File: src/sv/i2cmux_pkg.sv
`timescale 1ns / 1ps
// ----------------------------------------------------------------------------
// i2cmux_pkg
// shared types, codes and defaults for the i2c mux slot tracker
// ----------------------------------------------------------------------------
package i2cmux_pkg;

  // default sizing
  localparam int NUM_EXTENDERS_DEF      = 8;
  localparam int SLOTS_PER_EXTENDER_DEF = 8;

  // item modes
  localparam logic [1:0] MODE_PRESENCE = 2'd0;
  localparam logic [1:0] MODE_NEXT     = 2'd1;
  localparam logic [1:0] MODE_MASK_REQ = 2'd2;
  localparam logic [1:0] MODE_DONE     = 2'd3;

  // result status codes
  localparam logic [1:0] ST_OK      = 2'd0;
  localparam logic [1:0] ST_WRITE   = 2'd1;
  localparam logic [1:0] ST_BAD_IDX = 2'd2;
  localparam logic [1:0] ST_ACK_ERR = 2'd3;

  // configuration register indexes
  localparam int CFG_IDX_W = 2;
  localparam int CFG_DATA_W = 7;
  localparam logic [CFG_IDX_W-1:0] CFG_ENABLED     = 2'd0;
  localparam logic [CFG_IDX_W-1:0] CFG_MIN_ADDRESS = 2'd1;
  localparam logic [CFG_IDX_W-1:0] CFG_MAX_ADDRESS = 2'd2;

  // configuration reset values
  localparam logic       ENABLED_RST     = 1'b1;
  localparam logic [6:0] MIN_ADDRESS_RST = 7'd112;
  localparam logic [6:0] MAX_ADDRESS_RST = 7'd119;

  typedef struct packed {
    logic [1:0] mode;
    logic [6:0] address;
    logic       responding;
    logic [6:0] slot_number;
    logic [3:0] extender_index;
    logic [7:0] slot_mask;
    logic       force_req;
    logic       ack_ok;
  } in_item_t;

  typedef struct packed {
    logic [1:0] status;
    logic [6:0] write_address;
    logic [7:0] write_data;
    logic [6:0] next_slot;
    logic [3:0] extender_count;
    logic       layout_changed;
  } out_item_t;

  // controller to datapath commands
  typedef struct packed {
    logic load_in;
    logic exec;
  } dp_cmd_t;

endpackage

File: src/sv/i2cmux_ctrl.sv
`timescale 1ns / 1ps
// ----------------------------------------------------------------------------
// i2cmux_ctrl
// sequencing of capture, execute and result hand-off
// ----------------------------------------------------------------------------
module i2cmux_ctrl (
  input  logic                clk,
  input  logic                rst_n,
  input  logic                in_valid,
  output logic                in_stall,
  output logic                out_valid,
  input  logic                out_stall,
  output i2cmux_pkg::dp_cmd_t cmd
);

  typedef enum logic [1:0] {
    S_IDLE = 2'b01,
    S_EXEC = 2'b10
  } state_t;

  state_t state_r, state_nxt;
  logic   out_valid_r, out_valid_nxt;
  logic   out_free;

  // result register empty or being taken this cycle
  assign out_free = !out_valid_r || !out_stall;

  always_comb begin
    state_nxt   = state_r;
    cmd.load_in = 1'b0;
    cmd.exec    = 1'b0;
    unique case (state_r)
      S_IDLE: begin
        if (in_valid) begin
          cmd.load_in = 1'b1;
          state_nxt   = S_EXEC;
        end
      end
      S_EXEC: begin
        if (out_free) begin
          cmd.exec  = 1'b1;
          state_nxt = S_IDLE;
        end
      end
      default: state_nxt = S_IDLE;
    endcase
  end

  assign out_valid_nxt = cmd.exec ? 1'b1 : (out_valid_r && out_stall);

  always_ff @(posedge clk) begin
    if (!rst_n) begin
      state_r     <= S_IDLE;
      out_valid_r <= 1'b0;
    end else begin
      state_r     <= state_nxt;
      out_valid_r <= out_valid_nxt;
    end
  end

  assign in_stall  = (state_r != S_IDLE);
  assign out_valid = out_valid_r;

  // a captured beat always moves to the execute state
  a_load_to_exec: assert property (@(posedge clk) disable iff (!rst_n)
    (in_valid && !in_stall) |=> (state_r == S_EXEC))
    else $error("captured beat did not move to execute");

  // execution never overwrites an untaken result
  a_no_overwrite: assert property (@(posedge clk) disable iff (!rst_n)
    cmd.exec |-> !(out_valid_r && out_stall))
    else $error("result overwritten while stalled");

  // execution always presents a result
  a_exec_valid: assert property (@(posedge clk) disable iff (!rst_n)
    cmd.exec |=> out_valid_r)
    else $error("executed beat produced no result");

  // execute waits while the result is held
  a_exec_wait: assert property (@(posedge clk) disable iff (!rst_n)
    (state_r == S_EXEC && out_valid_r && out_stall) |=> (state_r == S_EXEC))
    else $error("left execute with a blocked result");

endmodule

File: src/sv/i2cmux_dp.sv
`timescale 1ns / 1ps
// ----------------------------------------------------------------------------
// i2cmux_dp
// item register, configuration, extender tables and result register
// ----------------------------------------------------------------------------
module i2cmux_dp #(
  parameter int NUM_EXTENDERS      = i2cmux_pkg::NUM_EXTENDERS_DEF,
  parameter int SLOTS_PER_EXTENDER = i2cmux_pkg::SLOTS_PER_EXTENDER_DEF
) (
  input  logic                                clk,
  input  logic                                rst_n,
  input  i2cmux_pkg::dp_cmd_t                 cmd,
  input  i2cmux_pkg::in_item_t                in_data,
  output i2cmux_pkg::out_item_t               out_data,
  input  logic                                cfg_we,
  input  logic [i2cmux_pkg::CFG_IDX_W-1:0]    cfg_index,
  input  logic [i2cmux_pkg::CFG_DATA_W-1:0]   cfg_wdata
);

  localparam int IDX_W = (NUM_EXTENDERS > 1) ? $clog2(NUM_EXTENDERS) : 1;
  localparam logic [6:0] NUM_W7 = 7'(NUM_EXTENDERS);
  localparam logic [4:0] NUM_W5 = 5'(NUM_EXTENDERS);

  i2cmux_pkg::in_item_t  item_r;
  i2cmux_pkg::out_item_t res_r, res_nxt;

  logic       enabled_r;
  logic [6:0] min_addr_r;
  logic [6:0] max_addr_r;

  logic [NUM_EXTENDERS-1:0] det_r, det_nxt;
  logic [NUM_EXTENDERS-1:0] onl_r, onl_nxt;
  logic [NUM_EXTENDERS-1:0] mv_r, mv_nxt;
  logic [7:0]               masks_r   [NUM_EXTENDERS];
  logic [7:0]               masks_nxt [NUM_EXTENDERS];
  logic [3:0]               cnt_r, cnt_nxt;

  logic [6:0]       off;
  logic             in_window;
  logic [IDX_W-1:0] ev_ix;
  logic [IDX_W-1:0] rq_ix;
  logic             idx_bad;
  logic             force_wr;
  logic [7:0]       cur;
  logic [7:0]       next_val;

  assign off       = item_r.address - min_addr_r;
  assign in_window = enabled_r && (item_r.address >= min_addr_r) &&
                     (item_r.address <= max_addr_r) && (off < NUM_W7);
  assign ev_ix     = off[IDX_W-1:0];
  assign rq_ix     = item_r.extender_index[IDX_W-1:0];
  assign idx_bad   = ({1'b0, item_r.extender_index} >= NUM_W5);
  assign cur       = {1'b0, item_r.slot_number};

  // slot search over detected extenders, lowest one wins
  always_comb begin
    logic [7:0] first;
    logic [7:0] last;
    next_val = '0;
    for (int i = NUM_EXTENDERS - 1; i >= 0; i--) begin
      first = 8'(i * SLOTS_PER_EXTENDER);
      last  = first + 8'(SLOTS_PER_EXTENDER - 1);
      if (det_r[i] && (cur <= last)) begin
        next_val = ((cur > first) ? cur : first) + 8'd1;
      end
    end
  end

  always_comb begin
    det_nxt   = det_r;
    onl_nxt   = onl_r;
    mv_nxt    = mv_r;
    masks_nxt = masks_r;
    cnt_nxt   = cnt_r;
    res_nxt   = '0;
    force_wr  = 1'b0;
    if (cmd.exec) begin
      unique case (item_r.mode)
        i2cmux_pkg::MODE_PRESENCE: begin
          if (in_window) begin
            if (item_r.responding) begin
              if (!det_r[ev_ix]) begin
                if (cnt_r != 4'hF) begin
                  cnt_nxt = cnt_r + 4'd1;
                end
                res_nxt.layout_changed = 1'b1;
                mv_nxt[ev_ix]          = 1'b0;
              end
              det_nxt[ev_ix] = 1'b1;
            end else if (det_r[ev_ix]) begin
              res_nxt.layout_changed = 1'b1;
            end
            onl_nxt[ev_ix] = item_r.responding;
          end
        end
        i2cmux_pkg::MODE_NEXT: begin
          res_nxt.next_slot = next_val[6:0];
        end
        i2cmux_pkg::MODE_MASK_REQ: begin
          if (idx_bad) begin
            res_nxt.status = i2cmux_pkg::ST_BAD_IDX;
          end else begin
            // unwritten mask forces a write
            force_wr      = item_r.force_req || !mv_r[rq_ix];
            mv_nxt[rq_ix] = 1'b1;
            if (force_wr || (masks_r[rq_ix] != item_r.slot_mask)) begin
              res_nxt.status        = i2cmux_pkg::ST_WRITE;
              res_nxt.write_address = min_addr_r + {3'b000, item_r.extender_index};
              res_nxt.write_data    = item_r.slot_mask;
            end
          end
        end
        i2cmux_pkg::MODE_DONE: begin
          if (idx_bad) begin
            res_nxt.status = i2cmux_pkg::ST_BAD_IDX;
          end else if (item_r.ack_ok) begin
            masks_nxt[rq_ix] = item_r.slot_mask;
          end else begin
            mv_nxt[rq_ix]  = 1'b0;
            res_nxt.status = i2cmux_pkg::ST_ACK_ERR;
          end
        end
        default: res_nxt = '0;
      endcase
    end
    res_nxt.extender_count = cnt_nxt;
  end

  // item and result payload
  always_ff @(posedge clk) begin
    if (cmd.load_in) begin
      item_r <= in_data;
    end
    if (cmd.exec) begin
      res_r <= res_nxt;
    end
  end

  // configuration registers
  always_ff @(posedge clk) begin
    if (!rst_n) begin
      enabled_r  <= i2cmux_pkg::ENABLED_RST;
      min_addr_r <= i2cmux_pkg::MIN_ADDRESS_RST;
      max_addr_r <= i2cmux_pkg::MAX_ADDRESS_RST;
    end else if (cfg_we) begin
      unique case (cfg_index)
        i2cmux_pkg::CFG_ENABLED:     enabled_r  <= cfg_wdata[0];
        i2cmux_pkg::CFG_MIN_ADDRESS: min_addr_r <= cfg_wdata;
        i2cmux_pkg::CFG_MAX_ADDRESS: max_addr_r <= cfg_wdata;
        default: ;
      endcase
    end
  end

  // extender tables
  always_ff @(posedge clk) begin
    if (!rst_n) begin
      det_r <= '0;
      onl_r <= '0;
      mv_r  <= '0;
      cnt_r <= '0;
      for (int i = 0; i < NUM_EXTENDERS; i++) begin
        masks_r[i] <= '0;
      end
    end else begin
      det_r   <= det_nxt;
      onl_r   <= onl_nxt;
      mv_r    <= mv_nxt;
      cnt_r   <= cnt_nxt;
      masks_r <= masks_nxt;
    end
  end

  assign out_data = res_r;

  // detection is sticky
  a_det_sticky: assert property (@(posedge clk) disable iff (!rst_n)
    (det_r & ~det_nxt) == '0)
    else $error("detected flag cleared");

  // count only moves on a new detection
  a_cnt_step: assert property (@(posedge clk) disable iff (!rst_n)
    (cnt_nxt != cnt_r) |-> ((det_nxt != det_r) && (cnt_nxt == cnt_r + 4'd1)))
    else $error("count changed without a new detection");

  // tables only change when executing
  a_quiet_idle: assert property (@(posedge clk) disable iff (!rst_n)
    !cmd.exec |=> ($stable(det_r) && $stable(mv_r) && $stable(cnt_r)))
    else $error("tables changed outside execute");

endmodule

File: src/sv/i2c_mux_slot_tracker.sv
`timescale 1ns / 1ps
// ----------------------------------------------------------------------------
// i2c_mux_slot_tracker
// tracks i2c mux extenders in an address window and their channel masks
// ----------------------------------------------------------------------------
// Each input beat is one of four items: a presence event for an address in
// the min..max window (marks an extender detected, counts it, invalidates
// its cached mask and records online state; an offline event for a detected
// extender reports a layout change but never clears detection), a next-slot
// query (returns the following 1-based slot on a detected extender, 0 for
// the main bus), a mask request (says whether a channel mask must be written
// and where) and a write completion (stores the mask on ack, otherwise marks
// it unwritten). Every beat gives exactly one result beat. Each item is first
// captured into the item register; then the datapath updates the flag tables
// and loads the result register. A new beat is not taken until the captured
// item has executed. The input side can still take one beat while a finished
// result waits for the sink; execution of that captured item then holds
// until the result register is taken. Configuration registers (enable, min
// address, max address) take effect from the next item; the user must write
// them only while the block is idle, and the block does not enforce it.
// ----------------------------------------------------------------------------
module i2c_mux_slot_tracker #(
  parameter int NUM_EXTENDERS      = i2cmux_pkg::NUM_EXTENDERS_DEF,
  parameter int SLOTS_PER_EXTENDER = i2cmux_pkg::SLOTS_PER_EXTENDER_DEF
) (
  input  logic                              clk,
  input  logic                              rst_n,
  // input beats
  input  logic                              in_valid,
  output logic                              in_stall,
  input  i2cmux_pkg::in_item_t              in_data,
  // result beats
  output logic                              out_valid,
  input  logic                              out_stall,
  output i2cmux_pkg::out_item_t             out_data,
  // register writes
  input  logic                              cfg_we,
  input  logic [i2cmux_pkg::CFG_IDX_W-1:0]  cfg_index,
  input  logic [i2cmux_pkg::CFG_DATA_W-1:0] cfg_wdata
);

  // capture / execute commands from the controller
  i2cmux_pkg::dp_cmd_t cmd;

  // sequencing: capture, execute, result hand-off
  i2cmux_ctrl u_ctrl (
    .clk       (clk),
    .rst_n     (rst_n),
    .in_valid  (in_valid),
    .in_stall  (in_stall),
    .out_valid (out_valid),
    .out_stall (out_stall),
    .cmd       (cmd)
  );

  // tables, configuration and result register
  i2cmux_dp #(
    .NUM_EXTENDERS      (NUM_EXTENDERS),
    .SLOTS_PER_EXTENDER (SLOTS_PER_EXTENDER)
  ) u_dp (
    .clk       (clk),
    .rst_n     (rst_n),
    .cmd       (cmd),
    .in_data   (in_data),
    .out_data  (out_data),
    .cfg_we    (cfg_we),
    .cfg_index (cfg_index),
    .cfg_wdata (cfg_wdata)
  );

endmodule

File: config.mk
export PLATFORM = sky130hd
export DESIGN_NAME = i2c_mux_slot_tracker
export DESIGN_NICKNAME = d
export VERILOG_FILES = /design/src/sv/i2cmux_pkg.sv /design/src/sv/i2cmux_ctrl.sv /design/src/sv/i2cmux_dp.sv /design/src/sv/i2c_mux_slot_tracker.sv
export SDC_FILE = /design/constraint.sdc
export NUM_CORES = 1
export LEC_CHECK = 0
export BUFFER_PORTS_ARGS = -buffer_cell sky130_fd_sc_hd__buf_2
export CAP_MARGIN = 20
export CORE_UTILIZATION = 60
export DETAILED_ROUTE_END_ITERATION = 10
export GPL_TIMING_DRIVEN = 1
export PLACE_DENSITY = 0.92
export SLEW_MARGIN = 20
export SYNTH_ARGS = -nofsm -noshare
export SYNTH_HDL_FRONTEND = slang
export SYNTH_SLANG_ARGS = --single-unit
export TNS_END_PERCENT = 5
File: constraint.sdc
create_clock -name clk -period 4.35 [get_ports clk]
set_clock_uncertainty 0.1 [all_clocks]
set_input_delay 0.2175 -clock clk [delete_from_list [all_inputs] [get_ports clk]]
set_output_delay 0.2175 -clock clk [all_outputs]
set_load 0.01 [all_outputs]
==> results of run 1 <==
-- state kept, by name, summed over array words and instances, names as in the netlist --
name	flops
u_dp.det_r	8
u_ctrl.state_r	2
u_dp.masks_r	64
u_dp.mv_r	8
u_dp.out_data	29
u_dp.max_addr_r	7
u_dp.enabled_r	1
u_dp.min_addr_r	7
u_dp.cnt_r	4
u_dp.item_r	24
u_ctrl.out_valid	1
u_dp.cur	7
-- kinds of logic (layout without fill, tap and decap cells) --
group,after synthesis,after routing,share of synthesized area
simple gates,295,295,0.170
xor+xnor,23,23,0.0237
buf+inv,92,190,0.0465
fa+ha+maj,31,31,0.0457
mux,118,118,0.152
flops,162,162,0.436
compound gates,158,158,0.126
-- worst max-delay path by stage --
stage,startpoint,depth (start not counted),to,slack (ns)
2_1_floorplan,u_dp.item_r[22],9,u_dp.out_data[2],1.27
3_3_place_gp,u_dp.item_r[22],9,u_dp.mv_r[2],1.04
4_1_cts,u_dp.min_addr_r[0],8,u_dp.mv_r[5],0.92
3_5_place_dp,u_dp.item_r[22],9,u_dp.mv_r[5],0.94
5_1_grt,u_dp.item_r[22],9,u_dp.mv_r[0],0.59
6_report,u_dp.min_addr_r[0],8,u_dp.mv_r[0],0.83
-- tightest hold or removal path: stages --
cell and delay, ns:
buf_2 0.10, nor3b_1 0.06, mux2i_1 0.12, nand2_1 0.07
-- repair_timing --
item | 4_1_cts | 5_1_grt
endpoints found under the setup margin | 0 | 0
hold endpoints to repair | 44 | 0
hold buffers | 38 | 0
-- cells in the mapped netlist, drive strengths merged, types with 5 or more instances --
master,instances,area [sq um]
nor3b,12,115
a21oi,30,154
a31oi,8,50.1
nand2,64,240
edfxtp,60,1800
ha,29,363
nor2b,12,75.1
buf,17,129
or3,5,31.3
dfxtp,102,2040
clkbuf,39,146
nor4,11,90.1
xnor2,16,148
nor3,15,100
and2,6,37.5
and3,6,37.5
mux4,11,259
nand3,17,85.1
o211ai,14,105
o21a,6,45.0
a21o,8,60.1
o21ai,31,155
xor2,7,61.3
nor2,108,413
a311oi,5,43.8
mux2,5,60.1
mux2i,102,1020
o31ai,6,45.0
nand2b,17,106
a32o,8,80.1
inv,35,131
nand4,6,37.5
-- report_power, final --
group	leakage [nW]	total, mW	switching, mW	internal (mW)
Sequential	1.41	1.66	0.0588	1.60
Clock	0.295	1.50	0.705	0.796
Combinational	2.68	0.362	0.214	0.148
-- final cells by class --
cell class,count,share of cell area
timing repair buffer,122,0.0808
tap,180,0.0221
clock inverter,14,0.0129
inverter,36,0.0133
multi-input combinational,625,0.449
clock buffer,18,0.0442
sequential,162,0.377
-- per-layer routing --
| layer | GRT usage | part of all wire |
|---|---|---|
| met5 | 0 | 0 |
| met4 | 0.189 | 0.051 |
| met3 | 0.0835 | 0.078 |
| met2 | 0.563 | 0.49 |
| met1 | 0.373 | 0.38 |
==> reports/qor.yml, run 1 <==
status: "completed"
cts.sinks: 162
antenna_cells: 0
total_power_mw: 3.52
finalSetupViolations: 0
place_inst: 1087
tns_ns: 0
holdWs_ns: 0.0633
syn_inst: 879
area_delta_synth_final_pct: 15.4
p_per_area_nw_per_um2: 346
grt_pass1_wl_um: 37900
slowest_stage: "fa_1"
start_kind: "flop"
cts_resized: 0
drt_pass1_iterations: 8
cts_tree: "done"
synth_area_per_cell_sq_um: 10.0
synth_area_sq_um: 8820
cts-buffers-inserted: 17
path_cells: "ha_1 -> fa_1 -> xnor2_2 -> mux2_1 -> a221o_2 -> o21ai_0 -> o31a_1 -> mux2i_1"
fin_ws_ns: 0.832
clockRootBuffer: "clkbuf_16"
synth_cell_types: 85
syn_nets: 955
port-buffer-count: 75
grt_setup_unrepaired: "no"
mostFrequentLayoutCells: "106 x nor2_1, 102 x mux2i_1, 102 x dfxtp_1, 75 x buf_2, 64 x nand2_1"
worstHoldEndpoint: "u_dp.enabled_r"
wire_per_inst_um: 20.9
die_h_um: 123
final_common_cell: "nor2_1"
layout.cells.non_filler: 1157
antenna_found_initial: 0
multiInputGateArea_sq_um: 4580
ir_drop_mv: 0.326
io_pins: 76
reg2reg_slack_ns: 0.83
cp-end-kind: "flop"
slowest_delay_ns: 0.53
ys_seq_elements: 162
globalplace.congestion: 0.932
grtUsageTotal: 0.329
tightest_slew_ns: 1.07
post-route-min-period_ns: 3.52
path_clk_slew_ns: 0.08
core_area_sq_um: 14100
min_period_over_period: 0.809
drive_above_1_share: 0.162
die_x_um: 123
postRouteWirelength_um: 24200
synth_top_flop_cell: "dfxtp_1"
postSynth.asyncResetShare: 0
die-area_sq_um: 15200
min_from: "cfg_index[1]"
pre_cts_slack_ns: 0.939
final_cell_area_sq_um: 10200
cts_setup_buffers: 0
hold_path_depth: 4
start_util: 0.626
reg2reg_from: "u_dp.min_addr_r[0]"
critPathArrivalTime_ns: 3.77
place_area_sq_um: 9220
max_slew_margin: 0.283
final_util: 0.723
num_rows: 43
ant_nets: 0
r2r_end: "u_dp.mv_r[0]"
drcViolationCount: 0
cts_max_level: 4
synth_edf_count: 60
clk_latency_ns: 0.44
hold_viol: 0
n_fill_cell: 903
r2r_cells: 8
vias: 7481
hpwl_um: 14400
crit_fanout: 10
vias_per_cell: 6.47
cellLeakagePower_nw: 4.39
num-nets-final: 1040
crit_family: "compound AO/OA/AOI/OAI gates"
ys_seq_area_frac: 0.436
grt_pass1_vias: 7386
clock.fmax_mhz: 284
ys_warn_count: 0
ctsLongestPathBuffers: 2
drtIter0Drc: 996
grt_max_degree: 43
max-cap-violations: 0
crit_type: "flop to flop"
min_path_type: "input port to flop"
maxSlewViolCount: 0
cp.required_ns: 4.60
seqCellArea_sq_um: 3840
critPathBufInv: 0
overflow: 0
No activity file was read; power rests on OpenSTA's default activity.
==> run 2, diff against run 1 <==
==> constraint.sdc (replaced) <==
create_clock -name clk -period 3.4 [get_ports clk]
set_clock_uncertainty 0.1 [all_clocks]
set_input_delay 0.17 -clock clk [delete_from_list [all_inputs] [get_ports clk]]
set_output_delay 0.17 -clock clk [all_outputs]
set_load 0.01 [all_outputs]
==> run 2 against run 1 <==
The flow now finishes with violations (design-rule violations). Design area increased by 2.2%. Worst setup slack got worse by 0.62 ns. Die area unchanged. Global-route usage increased by 0.86 points. Sequential power increased by 27%. First-iteration DRC count decreased by 6.2%. Via count increased by 3.4%. Combinational power increased by 39%. Sequential cell count unchanged. Wire length increased by 2.0%. Critical path depth increased by 2. Core utilization increased by 1.6 points. Largest power group unchanged. Highest routed layer unchanged.
==> reports/qor.yml, run 2 (synthesized netlist as in run 1, its figures left out) <==
min_path_type: "input port to flop"  # unchanged
cp.required_ns: 3.65  # was 4.60 ns
antenna_found_initial: 1  # was 0
crit_fanout: 10  # unchanged
hpwl_um: 14600  # was 14400 um
finalSetupViolations: 0  # unchanged
hold_viol: 0  # unchanged
num-nets-final: 1060  # was 1040
slowest_delay_ns: 0.48  # was 0.53 ns
core_area_sq_um: 14100  # unchanged
drive_above_1_share: 0.178  # was 0.162
final_cell_area_sq_um: 10400  # was 10200 sq um
start_util: 0.626  # unchanged
critPathArrivalTime_ns: 3.44  # was 3.77 ns
final_common_cell: "nor2_1"  # unchanged
die_h_um: 123  # unchanged
start_kind: "flop"  # unchanged
cellLeakagePower_nw: 4.49  # was 4.39 nW
grt_pass1_vias: 7501  # was 7386
drcViolationCount: 1  # was 0
status: "finished, violations left"  # was completed
globalplace.congestion: 0.976  # was 0.932
reg2reg_slack_ns: 0.22  # was 0.83 ns
drt_pass1_iterations: 9  # was 8
max-cap-violations: 0  # unchanged
path_clk_slew_ns: 0.07  # was 0.08 ns
area_delta_synth_final_pct: 18.0  # was 15.4%
place_area_sq_um: 9360  # was 9220 sq um
wire_per_inst_um: 21.0  # was 20.9 um
grtUsageTotal: 0.338  # was 0.329
cp-end-kind: "flop"  # unchanged
max_slew_margin: 0.274  # was 0.283
die-area_sq_um: 15200  # unchanged
mostFrequentLayoutCells: "106 x nor2_1, 102 x mux2i_1, 102 x dfxtp_1, 75 x buf_2, 64 x nand2_1"  # unchanged
grt_pass1_wl_um: 38600  # was 37900 um
ctsLongestPathBuffers: 2  # unchanged
cts_max_level: 4  # unchanged
p_per_area_nw_per_um2: 440  # was 346 nW/um^2
p_int_mw: 3.26  # was 2.55 mW
ir_drop_mv: 0.374  # was 0.326 mV
die_x_um: 123  # unchanged
post-route-min-period_ns: 3.18  # was 3.52 ns
p_seq_frac: 0.461  # was 0.471
cts.sinks: 162  # unchanged
min_period_over_period: 0.936  # was 0.809
postRouteWirelength_um: 24700  # was 24200 um
clock.fmax_mhz: 314  # was 284 MHz
clk_latency_ns: 0.45  # was 0.44 ns
switchingPower_mw: 1.31  # was 0.977 mW
tns_ns: 0  # unchanged
grt_max_degree: 44  # was 43
slowest_stage: "fa_2"  # was fa_1
violations: "design-rule violations"
vias: 7736  # was 7481
cts_tree: "done"  # unchanged
largest_register_ffs: 64  # unchanged
cts-buffers-inserted: 17  # unchanged
top_register: "u_dp.masks_r"  # unchanged
port-buffer-count: 75  # unchanged
overflow: 0  # unchanged
tightest_slew_ns: 1.09  # was 1.07 ns
vias_per_cell: 6.57  # was 6.47
num_rows: 43  # unchanged
drtIter0Drc: 934  # was 996
clockRootBuffer: "clkbuf_16"  # unchanged
maxSlewViolCount: 0  # unchanged
ant_nets: 0  # unchanged
io_pins: 76  # unchanged
p_clk_frac: 0.430  # was 0.426
cts_setup_buffers: 0  # unchanged
combPwrFrac: 0.110  # was 0.103
crit_type: "flop to flop"  # unchanged
grt_setup_unrepaired: "no"  # unchanged
p_sw_frac: 0.287  # was 0.277
path_cells: "inv_1 -> ha_1 -> fa_2 -> xnor2_4 -> mux2_1 -> a221o_2 -> o21ai_0 -> o31a_1 -> buf_4 -> mux2i_1"  # was ha_1 -> fa_1 -> xnor2_2 -> mux2_1 -> a221o_2 -> o21ai_0 -> o31a_1 -> mux2i_1
## run 2: cell types whose count changed in the layout (fill, tap and decap cells not counted), moves of 3 or more
cell	before	now
buf_4	9	25
clkinv_8	1	6
inv_6	5	1
dlygate4sd3_1	38	41
## run 2: routing by layer
metal	wire length (um)	GRT usage
met4	1380	0.194
met3	2240	0.0710
met5	0	0
met1	9000	0.395
met2	12100	0.574
## run 2: worst max-delay path, delay by kind of cell (launching register included)
family	cells	cell delay [ns]
AO/OA/AOI/OAI	3	0.70
XOR/XNOR	1	0.33
adder cells (fa/ha/maj)	2	0.71
buffers and inverters	2	0.28
flip-flops	1	0.37
multiplexers	2	0.61
## run 2: power by group through the flow
stage	clock network (mW)	registers (mW)	logic, mW
2_1_floorplan	0	2.11	0.332
3_3_place_gp	0	2.15	0.418
3_5_place_dp	0	2.15	0.427
4_1_cts	1.96	2.10	0.472
5_1_grt	2.05	2.11	0.538
6_report	1.97	2.11	0.502
## run 2: final timing paths
| check | start | end | depth (start not counted) |
|---|---|---|---|
| hold reg to reg | u_dp.max_addr_r[3] | u_dp.max_addr_r[3] | 2 |
| setup reg to reg | u_dp.item_r[22] | u_dp.mv_r[5] | 10 |
| hold / removal | out_stall | u_ctrl.out_valid | 3 |
| setup / recovery | u_dp.item_r[22] | u_dp.mv_r[5] | 10 |
## run 2: area by class of cell
type                       instances  area [sq um]
clock inverter                    15           195
inverter                          36           135
fill                             857          3690
tap                              180           225
sequential                       162          3840
multi-input combinational        625          4590
antenna                            1          2.50
timing repair buffer             142           993
clock buffer                      17           425
## run 2: what timing repair did
| item | in CTS | in global routing |
|---|---|---|
| resized for setup | 0 | 2 |
| endpoints found under the hold margin | 45 | 0 |
| setup endpoints to repair | 0 | 10 |
| hold buffers | 41 | 0 |
## run 2: metrics by stage
| step | total power [mW] | worst slack [ns] | util | hold WS [ns] | cells |
|---|---|---|---|---|---|
| 2_1_floorplan | 2.44 | 0.320 | - | 0.169 | 879 |
| 3_3_place_gp | 2.56 | 0.192 | 0.664 | 0.247 | 1104 |
| 3_5_place_dp | 2.57 | 0.132 | 0.664 | 0.248 | 1104 |
| 4_1_cts | 4.53 | 0.0943 | 0.737 | 0.00736 | 1177 |
| 5_1_grt | 4.70 | 0.0842 | 0.739 | 0.0309 | 1178 |
| 6_report | 4.58 | 0.217 | 0.739 | 0.0501 | 1178 |
